### src/hw/rtl/kcpd_pkg.sv
package kcpd_pkg;

   localparam logic [7:0] HDR_MIN = 8'd246;
   localparam logic [3:0] KIND_TIME = 4'd6;
   localparam int unsigned TIME_BYTES = 6;
   localparam logic [7:0] MONTH_MAX = 8'd12;
   localparam logic [3:0] NIBBLE_MASK = 4'hf;

   typedef logic [TIME_BYTES-1:0][7:0] time_bytes_type;

   typedef struct packed {
      logic valid;
      time_bytes_type bytes;
   } time_push_type;

   function automatic logic [2:0] body_len(input logic [3:0] kind);
      logic [2:0] len;
      case (kind)
         4'd0: len = 3'd7;
         4'd1: len = 3'd5;
         4'd2: len = 3'd2;
         4'd3: len = 3'd2;
         4'd4: len = 3'd2;
         4'd5: len = 3'd2;
         4'd6: len = 3'd6;
         4'd7: len = 3'd2;
         4'd8: len = 3'd1;
         4'd9: len = 3'd1;
         default: len = 3'd7;
      endcase
      return len;
   endfunction

   function automatic logic [7:0] bcd_value(input logic [7:0] b);
      logic [3:0] hi;
      logic [3:0] lo;
      hi = b[7:4] & NIBBLE_MASK;
      lo = b[3:0] & NIBBLE_MASK;
      return {1'b0, hi, 3'b000} + {3'b000, hi, 1'b0} + {4'h0, lo};
   endfunction

endpackage

### src/hw/rtl/keyboard_clock_packet_decoder.sv
// Channel   Direction  Payload
// req_      in         tdata[7:0] rx_byte
// rsp_      out        tdata: year, month, day, hour, minute, second, clock_unset, month_valid
//
// One byte request is taken every cycle while the two-entry result queue has room.
// A time packet's result is written into the queue with its last byte, then taken into the output register.
// Reset is synchronous and returns the parser to idle and empties the queue.
// A stalled result side holds the output register; bytes keep flowing until the queue fills.
module keyboard_clock_packet_decoder (
   input  logic clock,
   input  logic reset,
   input  logic req_tvalid,
   output logic req_tready,
   input  logic [7:0] req_tdata,   // [7:0] rx_byte
   output logic rsp_tvalid,
   input  logic rsp_tready,
   output logic [55:0] rsp_tdata   // [7:0] year, [15:8] month, [23:16] day, [31:24] hour,
                                   // [39:32] minute, [47:40] second, [48] clock_unset,
                                   // [49] month_valid, [55:50] zero
);

   kcpd_pkg::time_push_type push;
   kcpd_pkg::time_bytes_type q_bytes;
   logic q_full;
   logic q_valid;
   logic pop;

   assign req_tready = !q_full;

   kcpd_front u_front (
      .clock(clock),
      .reset(reset),
      .accept(req_tvalid && req_tready),
      .rx_byte(req_tdata),
      .push(push)
   );

   kcpd_queue u_queue (
      .clock(clock),
      .reset(reset),
      .push(push),
      .pop(pop),
      .full(q_full),
      .out_valid(q_valid),
      .out_bytes(q_bytes)
   );

   kcpd_back u_back (
      .clock(clock),
      .reset(reset),
      .in_valid(q_valid),
      .in_bytes(q_bytes),
      .pop(pop),
      .out_valid(rsp_tvalid),
      .out_ready(rsp_tready),
      .out_data(rsp_tdata)
   );

endmodule

### src/hw/rtl/kcpd_front.sv
module kcpd_front (
   input  logic clock,
   input  logic reset,
   input  logic accept,
   input  logic [7:0] rx_byte,
   output kcpd_pkg::time_push_type push
);

   logic in_packet_ff, in_packet_in;
   logic [3:0] kind_ff, kind_in;
   logic [2:0] left_ff, left_in;
   logic [2:0] slot_ff, slot_in;
   logic [7:0] tb_ff [5];

   always_comb begin
      in_packet_in = in_packet_ff;
      kind_in = kind_ff;
      left_in = left_ff;
      slot_in = slot_ff;
      push.valid = 1'b0;
      push.bytes = {rx_byte, tb_ff[4], tb_ff[3], tb_ff[2], tb_ff[1], tb_ff[0]};
      if (accept) begin
         if (!in_packet_ff) begin
            if (rx_byte >= kcpd_pkg::HDR_MIN) begin
               kind_in = 4'(rx_byte - kcpd_pkg::HDR_MIN);
               left_in = kcpd_pkg::body_len(kind_in);
               slot_in = 3'd0;
               in_packet_in = 1'b1;
            end
         end else begin
            slot_in = slot_ff + 3'd1;
            left_in = left_ff - 3'd1;
            if (left_in == 3'd0) begin
               in_packet_in = 1'b0;
               push.valid = (kind_ff == kcpd_pkg::KIND_TIME);
            end
         end
      end
   end

   always_ff @(posedge clock) begin
      if (reset) begin
         in_packet_ff <= 1'b0;
         kind_ff <= 4'd0;
         left_ff <= 3'd0;
         slot_ff <= 3'd0;
      end else begin
         in_packet_ff <= in_packet_in;
         kind_ff <= kind_in;
         left_ff <= left_in;
         slot_ff <= slot_in;
      end
   end

   always_ff @(posedge clock) begin
      if (accept && in_packet_ff && slot_ff < 3'd5) begin
         tb_ff[slot_ff] <= rx_byte;
      end
   end

endmodule

### src/hw/rtl/kcpd_queue.sv
module kcpd_queue (
   input  logic clock,
   input  logic reset,
   input  kcpd_pkg::time_push_type push,
   input  logic pop,
   output logic full,
   output logic out_valid,
   output kcpd_pkg::time_bytes_type out_bytes
);

   logic [1:0] count_ff, count_in;
   logic wr_ff, rd_ff;
   kcpd_pkg::time_bytes_type mem_ff [2];

   assign full = (count_ff == 2'd2);
   assign out_valid = (count_ff != 2'd0);
   assign out_bytes = mem_ff[rd_ff];

   always_comb begin
      count_in = count_ff;
      if (push.valid && !pop) begin
         count_in = count_ff + 2'd1;
      end else if (pop && !push.valid) begin
         count_in = count_ff - 2'd1;
      end
   end

   always_ff @(posedge clock) begin
      if (reset) begin
         count_ff <= 2'd0;
         wr_ff <= 1'b0;
         rd_ff <= 1'b0;
      end else begin
         count_ff <= count_in;
         if (push.valid) begin
            wr_ff <= ~wr_ff;
         end
         if (pop) begin
            rd_ff <= ~rd_ff;
         end
      end
   end

   always_ff @(posedge clock) begin
      if (push.valid) begin
         mem_ff[wr_ff] <= push.bytes;
      end
   end

endmodule

### src/hw/rtl/kcpd_back.sv
module kcpd_back (
   input  logic clock,
   input  logic reset,
   input  logic in_valid,
   input  kcpd_pkg::time_bytes_type in_bytes,
   output logic pop,
   output logic out_valid,
   input  logic out_ready,
   output logic [55:0] out_data
);

   logic valid_ff;
   logic [55:0] data_ff, data_in;
   logic [7:0] month;
   logic unset;

   assign pop = in_valid && (!valid_ff || out_ready);
   assign month = kcpd_pkg::bcd_value(in_bytes[1]);
   assign unset = (in_bytes == '0);
   assign out_valid = valid_ff;
   assign out_data = data_ff;

   always_comb begin
      data_in[7:0] = kcpd_pkg::bcd_value(in_bytes[0]);
      data_in[15:8] = month;
      data_in[23:16] = kcpd_pkg::bcd_value(in_bytes[2]);
      data_in[31:24] = kcpd_pkg::bcd_value(in_bytes[3]);
      data_in[39:32] = kcpd_pkg::bcd_value(in_bytes[4]);
      data_in[47:40] = kcpd_pkg::bcd_value(in_bytes[5]);
      data_in[48] = unset;
      data_in[49] = month inside {[8'd1 : kcpd_pkg::MONTH_MAX]};
      data_in[55:50] = 6'd0;
   end

   always_ff @(posedge clock) begin
      if (reset) begin
         valid_ff <= 1'b0;
      end else if (pop) begin
         valid_ff <= 1'b1;
      end else if (out_ready) begin
         valid_ff <= 1'b0;
      end
   end

   always_ff @(posedge clock) begin
      if (pop) begin
         data_ff <= data_in;
      end
   end

endmodule

### config.mk
export PLATFORM = sky130hd
export DESIGN_NAME = keyboard_clock_packet_decoder
export DESIGN_NICKNAME = d
export VERILOG_FILES = /design/src/hw/rtl/kcpd_pkg.sv /design/src/hw/rtl/keyboard_clock_packet_decoder.sv /design/src/hw/rtl/kcpd_front.sv /design/src/hw/rtl/kcpd_queue.sv /design/src/hw/rtl/kcpd_back.sv
export SDC_FILE = /design/constraint.sdc
export NUM_CORES = 1
export LEC_CHECK = 0
export ABC_AREA = 1
export BUFFER_PORTS_ARGS = -buffer_cell sky130_fd_sc_hd__buf_2
export CAP_MARGIN = 10
export CELL_PAD_IN_SITES_DETAIL_PLACEMENT = 0
export CELL_PAD_IN_SITES_GLOBAL_PLACEMENT = 1
export CORE_AREA = 5 5 194 196
export DETAILED_ROUTE_END_ITERATION = 16
export DIE_AREA = 0 0 199 201
export GPL_TIMING_DRIVEN = 0
export PLACE_DENSITY = 0.56
export SYNTH_ARGS = -nofsm -noshare
export SYNTH_HDL_FRONTEND = slang
export SYNTH_HIERARCHICAL = 1
export SYNTH_SLANG_ARGS = --single-unit
### constraint.sdc
create_clock -name clock -period 5.3 [get_ports clock]
set_input_delay 0.795 -clock clock [delete_from_list [all_inputs] [get_ports clock]]
set_output_delay 0.795 -clock clock [all_outputs]
set_load 0.01 [all_outputs]
==> results of run 1 <==
-- Yosys cell counts (2+ instances only) --
master,instances,area share
mux2_4,20,0.034
a21oi_2,2,0.0020
a21oi_1,25,0.014
mux2_2,28,0.036
xor2_1,16,0.016
nor3_1,7,0.0040
nand3_1,28,0.016
o21ai_1,3,0.0017
fa_1,12,0.027
nand2_4,2,0.0026
or2_2,2,0.0014
buf_4,14,0.012
buf_6,3,0.0038
ha_1,48,0.068
nand2_2,3,0.0021
nor2_2,3,0.0021
buf_2,2,0.0011
nand2_1,76,0.032
nor2_1,53,0.023
inv_1,48,0.020
edfxtp_1,186,0.63
dfxtp_1,17,0.039
o21ai_0,2,0.0011
-- logic make-up (layout without fill, tap and decap cells) --
| family | after synthesis | count (layout) | synth area share |
|---|---|---|---|
| simple gates | 179 | 179 | 0.08869 |
| flops | 203 | 203 | 0.6710 |
| fa+ha+maj | 60 | 60 | 0.09521 |
| other cells | 1 | 7 | 0.0004246 |
| buf+inv | 69 | 182 | 0.03825 |
| compound gates | 33 | 33 | 0.01984 |
| xor+xnor | 17 | 17 | 0.01686 |
| mux | 48 | 48 | 0.06971 |
-- sequential cells by signal (all words and copies together) (netlist names), named ones only --
register	count
u_queue/mem_ff	96
u_back/out_data	50
u_front/tb_ff	40
u_front/kind_ff	4
u_front/left_ff	3
u_front/slot_ff	3
u_queue/count_ff	2
u_back/out_valid	1
u_front/in_packet_ff	1
u_queue/rd_ff	1
u_queue/wr_ff	1
-- routing by layer --
layer  GRT usage  part of all wire  vias to the layer above
met5           0           0.00074                        -
li1            -                 -                     2350
met3     0.01930             0.049                       33
met1      0.1157              0.44                     2293
met4     0.02980             0.029                        2
met2      0.1465              0.48                       85
-- layout make-up --
type | instances | share of cell area
clock buffers | 33 | 0.06267
plain buffers | 19 | 0.01402
multi-input cells | 343 | 0.2453
inverters | 50 | 0.01779
repair buffers | 69 | 0.03887
clock inverters | 11 | 0.008128
diodes | 1 | 0.0002356
flip-flops and latches | 203 | 0.5579
well taps | 468 | 0.05513
-- final timing paths --
check	from	to	cells past startpoint
min reg2reg	u_front/tb_ff[2][5]	u_queue/mem_ff[1][21]	0
max reg2reg	u_queue/count_ff[1]	u_queue/mem_ff[0][16]	10
max	u_queue/count_ff[1]	u_queue/mem_ff[0][16]	10
min	u_front/tb_ff[2][5]	u_queue/mem_ff[1][21]	0
-- power breakdown --
part	internal, mW	switching (mW)
Clock	0.928	0.632
Combinational	0.558	0.798
Sequential	2.08	0.0550
Total	3.56	1.49
-- cells in the final DEF, fill, tap and decap left out, types with 2 or more instances in the layout --
| cell | n |
|---|---|
| nand2_4 | 2 |
| edfxtp_1 | 186 |
| clkinv_2 | 4 |
| a21oi_1 | 24 |
| buf_4 | 14 |
| nand2_2 | 3 |
| clkinvlp_4 | 2 |
| nand3_1 | 28 |
| dfxtp_1 | 17 |
| clkbuf_16 | 25 |
| ha_1 | 48 |
| clkbuf_1 | 7 |
| clkinv_1 | 4 |
| o21ai_1 | 3 |
| nor2_2 | 3 |
| nor3_1 | 7 |
| buf_2 | 67 |
| or2_2 | 2 |
| o21ai_0 | 2 |
| inv_1 | 47 |
| buf_12 | 3 |
| fa_1 | 12 |
| a21oi_2 | 2 |
| nor2_1 | 52 |
| nand2_1 | 76 |
| conb_1 | 6 |
| mux2_4 | 20 |
| inv_2 | 2 |
| mux2_2 | 28 |
| xor2_1 | 16 |
| buf_6 | 3 |
-- metrics by stage --
step	setup TNS [ps]	area (um2)	setup slack [ps]	utilization
detailed placement	0	9857	1805	0.2745
floorplan	0	8850	1042	-
global route	0	10620	2032	0.2957
global placement	-70870	9751	-1079	0.2715
CTS	0	10610	2206	0.2954
finish	0	10620	2344	0.2958
==> results_dict.tcl, run 1 <==
set metrics [dict create \
    setup_viol 0 \
    worst_path_dominant_cell_family "simple AND/OR/NAND/NOR gates" \
    h-tree-depth 1 \
    multiInputGateArea_um2 2605 \
    die_area_um2 40000 \
    ys_ff_latch 203 \
    route.antenna.remaining_nets 0 \
    dp_hpwl_um 11970 \
    viasPerCell 3.979 \
    dp.cells 1150 \
    timing.critical_path.buf_inv 4 \
    clock-sinks 203 \
    arrival_ps 3160 \
    slew-limit-headroom 0.2378 \
    grt_pass1_wl_um 27940 \
    p_leak_nw 4.083 \
    fin_hold_ws_ps 440.0 \
    fmax_ghz 0.3383 \
    rows 70 \
    die_height_um 201 \
    post_cts_buffers 0 \
    syn_area_per_cell_um2 14.48 \
    final-seq-area_um2 5926 \
    wl_per_cell_um 14.64 \
    critPathCaptureType "flop" \
    place_congestion 0.7421 \
    die_width_um 199 \
    core-area_um2 35910 \
    outcome "complete, no violations" \
    cts-hold-fix-buffers 0 \
    vias 4763 \
    crit_path_start_kind "flop" \
    grt-ovfl-total 0 \
    drcViolationCount 0 \
    grt_usage 0.08876 \
    cts_tree "built" \
    max-vdd-ir-drop_uv 291.6 \
    hold_path.class "reg2reg" \
    finalNetCount 782 \
    power.density_nw_per_um2 475.0 \
    first_iter_violations 249 \
    fillers 3700 \
    seq_area_frac_synth 0.6710 \
    worst_pin_slew_ps 1135 \
    period_minus_slack_ps 2956 \
    max_stage_delay_ps 600 \
    skew_ps 13.92 \
    maxCapViolCount 0 \
    cts-resized-gates 0 \
    antenna_found_initial 2 \
    clk_latency_ps 520 \
    cpMostUsedCell "inv_1" \
    final_cells 1197 \
    port_buffers 63 \
    syn_inst 610 \
    fin_total_pwr_mw 5.046 \
    synth-async-reset-ratio 0 \
    drt_wl_total_um 17520 \
    io_pins 70 \
    clk_path_buf_depth 3 \
    crit_chain "inv_1 > nor2_1 > nor2_2 > nand2_4 > clkinv_2 > nand2_1 > nor3_1 > inv_1 > nor2_4 > buf_12" \
    finalMaxSlewViolations 0 \
    regToRegSetupSlack_ps 2340 \
    hold_viol_final 0 \
    drive_above_1_share 0.2582 \
    synth_edf_count 186 \
    grt_pass1_vias 4954 \
    post-route-period-util 0.5578 \
    rsz0062_at_grt "no" \
    cts_root_buffer "clkbuf_16" \
    path_clk_slew_ps 60 \
    yosys_warnings 6 \
    syn_to_final_growth_pct 20.27 \
    initial_core_util 0.2459 \
    cp_max_fo 27 \
    numCtsBuffers 24 \
    syn_area_um2 8831 \
    synth_flop_cell "edfxtp_1" \
    required_ps 5500 \
    crit_slowest_cell "nor2_4" \
    first_pass_iters 4 \
    grt_max_degree 28 \
    synth.distinct_cells 33 \
    critPathKind "reg2reg" \
]
(Power assumes the default switching activity.)
==> inputs of run 2 (changes only) <==
clock period = 2.85 ns   (was 5.3 ns; I/O delays follow)
==> run 2 against run 1 <==
Against the previous run:
- final area is 0.82% higher
- maximum frequency rose by 9.6%
- highest routed layer is now met4
- register-to-register slack lost 2200 ps
- largest cell class unchanged
- clock power grew 99%
- worst setup slack got worse by 2200 ps
- critical path type unchanged
==> results_dict.tcl, run 2 (synthesized netlist as in run 1, its figures left out) <==
set metrics [dict create \
    outcome "complete, no violations" \
    syn_to_final_growth_pct 21.27 \
    critPathCaptureType "flop" \
    dp_hpwl_um 12120 \
    grt-ovfl-total 0 \
    max_stage_delay_ps 540 \
    antenna_found_initial 2 \
    final_common_cell "edfxtp_1" \
    timing.critical_path.buf_inv 2 \
    worst_pin_slew_ps 1195 \
    die_area_um2 40000 \
    regToRegSetupSlack_ps 150 \
    slew-limit-headroom 0.1973 \
    wl_per_cell_um 14.56 \
    cp_max_fo 10 \
    core-area_um2 35910 \
    clk_latency_ps 530 \
    finalMaxSlewViolations 0 \
    first_pass_iters 4 \
    final_cells 1201 \
    critical_path_depth 8 \
    rsz0062_at_grt "no" \
    crit_slowest_cell "fa_1" \
    multiInputGateArea_um2 2610 \
    grt_max_degree 32 \
    setup_slack_ps 153.8 \
    dp.cells 1150 \
    route.antenna.remaining_nets 0 \
    drt_wl_total_um 17490 \
    initial_core_util 0.2459 \
    fmax_ghz 0.3709 \
    path_clk_slew_ps 60 \
    vias 4743 \
    final_cell_mix "186 x edfxtp_1, 76 x nand2_1, 65 x buf_2, 52 x nor2_1, 48 x ha_1" \
    worst_path_dominant_cell_family "adder cells" \
    hold_viol_final 0 \
    ff2ff_path_depth 8 \
    hold_depth 4 \
    rows 70 \
    place_congestion 0.7107 \
    numCtsBuffers 25 \
    cts_root_buffer "clkbuf_16" \
    port_buffers 63 \
    rr_endpoint "u_back/out_data[30]" \
    top_register "u_queue/mem_ff" \
    power.density_nw_per_um2 895.9 \
    die_width_um 199 \
    grt_pass1_vias 4984 \
    clk_path_buf_depth 3 \
    fillers 3668 \
    fin_total_pwr_mw 9.594 \
    setup_viol 0 \
    period_minus_slack_ps 2696 \
    final-seq-area_um2 5926 \
    stdcell_area_um2 10710 \
    hold_path.class "in2reg" \
    grt_pass1_wl_um 27420 \
    required_ps 3120 \
    critPathKind "reg2reg" \
    p_leak_nw 4.121 \
    die_height_um 201 \
    finalNetCount 784 \
    first_iter_violations 168 \
    dpl_cell_area_um2 9857 \
    grt_usage 0.08733 \
    largest_reg_flops 96 \
    cts_tree "built" \
    max-vdd-ir-drop_uv 580.7 \
    skew_ps 20.38 \
    viasPerCell 3.949 \
    crit_path_start_kind "flop" \
    h-tree-depth 1 \
    clock-sinks 203 \
    io_pins 70 \
    fin_hold_ws_ps 198.8 \
    crit_chain "buf_6 > buf_6 > mux2_4 > fa_1 > fa_1 > nand3_1 > nand2_1 > xor2_1" \
    arrival_ps 2970 \
    dpl_worst_slack_ps -235.9 \
    drive_above_1_share 0.2654 \
    maxCapViolCount 0 \
    post-route-period-util 0.9461 \
    holdPathEnd "u_back/out_valid" \
    hold_start "rsp_tready" \
    drcViolationCount 0 \
    cts-hold-fix-buffers 0 \
]
run 2: stage by stage:
stage                     TNS, ps  utilization
after floorplan                 0            -
after global routing            0       0.2981
after detailed placement    -8807       0.2745
after CTS                       0       0.2977
final                           0       0.2982
after global placement    -121690       0.2718
run 2: layer usage:
layer,global-route usage,vias up,wire length (um)
met4,0.02443,0,352
met5,0,-,0
li1,-,2360,-
met1,0.1092,2286,7778
met2,0.1514,71,8473
met3,0.01947,26,887
run 2: repair_timing:
action	4_1_cts	5_1_grt
pin swaps	1	0
resized for setup	1	4
buffers inserted	2	0
setup endpoints to repair	61	19
run 2: how the worst max path moves through the flow:
stage / end / startpoint
6_report: u_back/out_data[30] / flop
5_1_grt: u_back/out_data[49] / flop
4_1_cts: u_back/out_data[49] / flop
3_5_place_dp: u_queue/mem_ff[0][28] / req_tvalid
3_3_place_gp: u_queue/count_ff[1] / rsp_tready
2_1_floorplan: u_queue/count_ff[1] / rsp_tready
run 2: cell type report:
class / count / area share
inverter: 50 / 0.01776
multi-input combinational: 343 / 0.2437
timing repair buffer: 70 / 0.03949
sequential: 203 / 0.5533
clock buffer: 31 / 0.06052
tap: 468 / 0.05468
buffer: 19 / 0.01449
clock inverter: 15 / 0.01554
antenna: 2 / 0.0004673
run 2: where the power goes:
part | switching [mW] | internal (mW)
logic | 1.48 | 1.04
registers | 0.103 | 3.86
clock network | 1.22 | 1.89
run 2: worst register-to-register path, cell delays in order, from the launching register on:
cell and delay (ps):
dfxtp_1 380, buf_6 190, buf_6 200, mux2_4 340, fa_1 540, fa_1 490, nand3_1 110, nand2_1 70
xor2_1 140
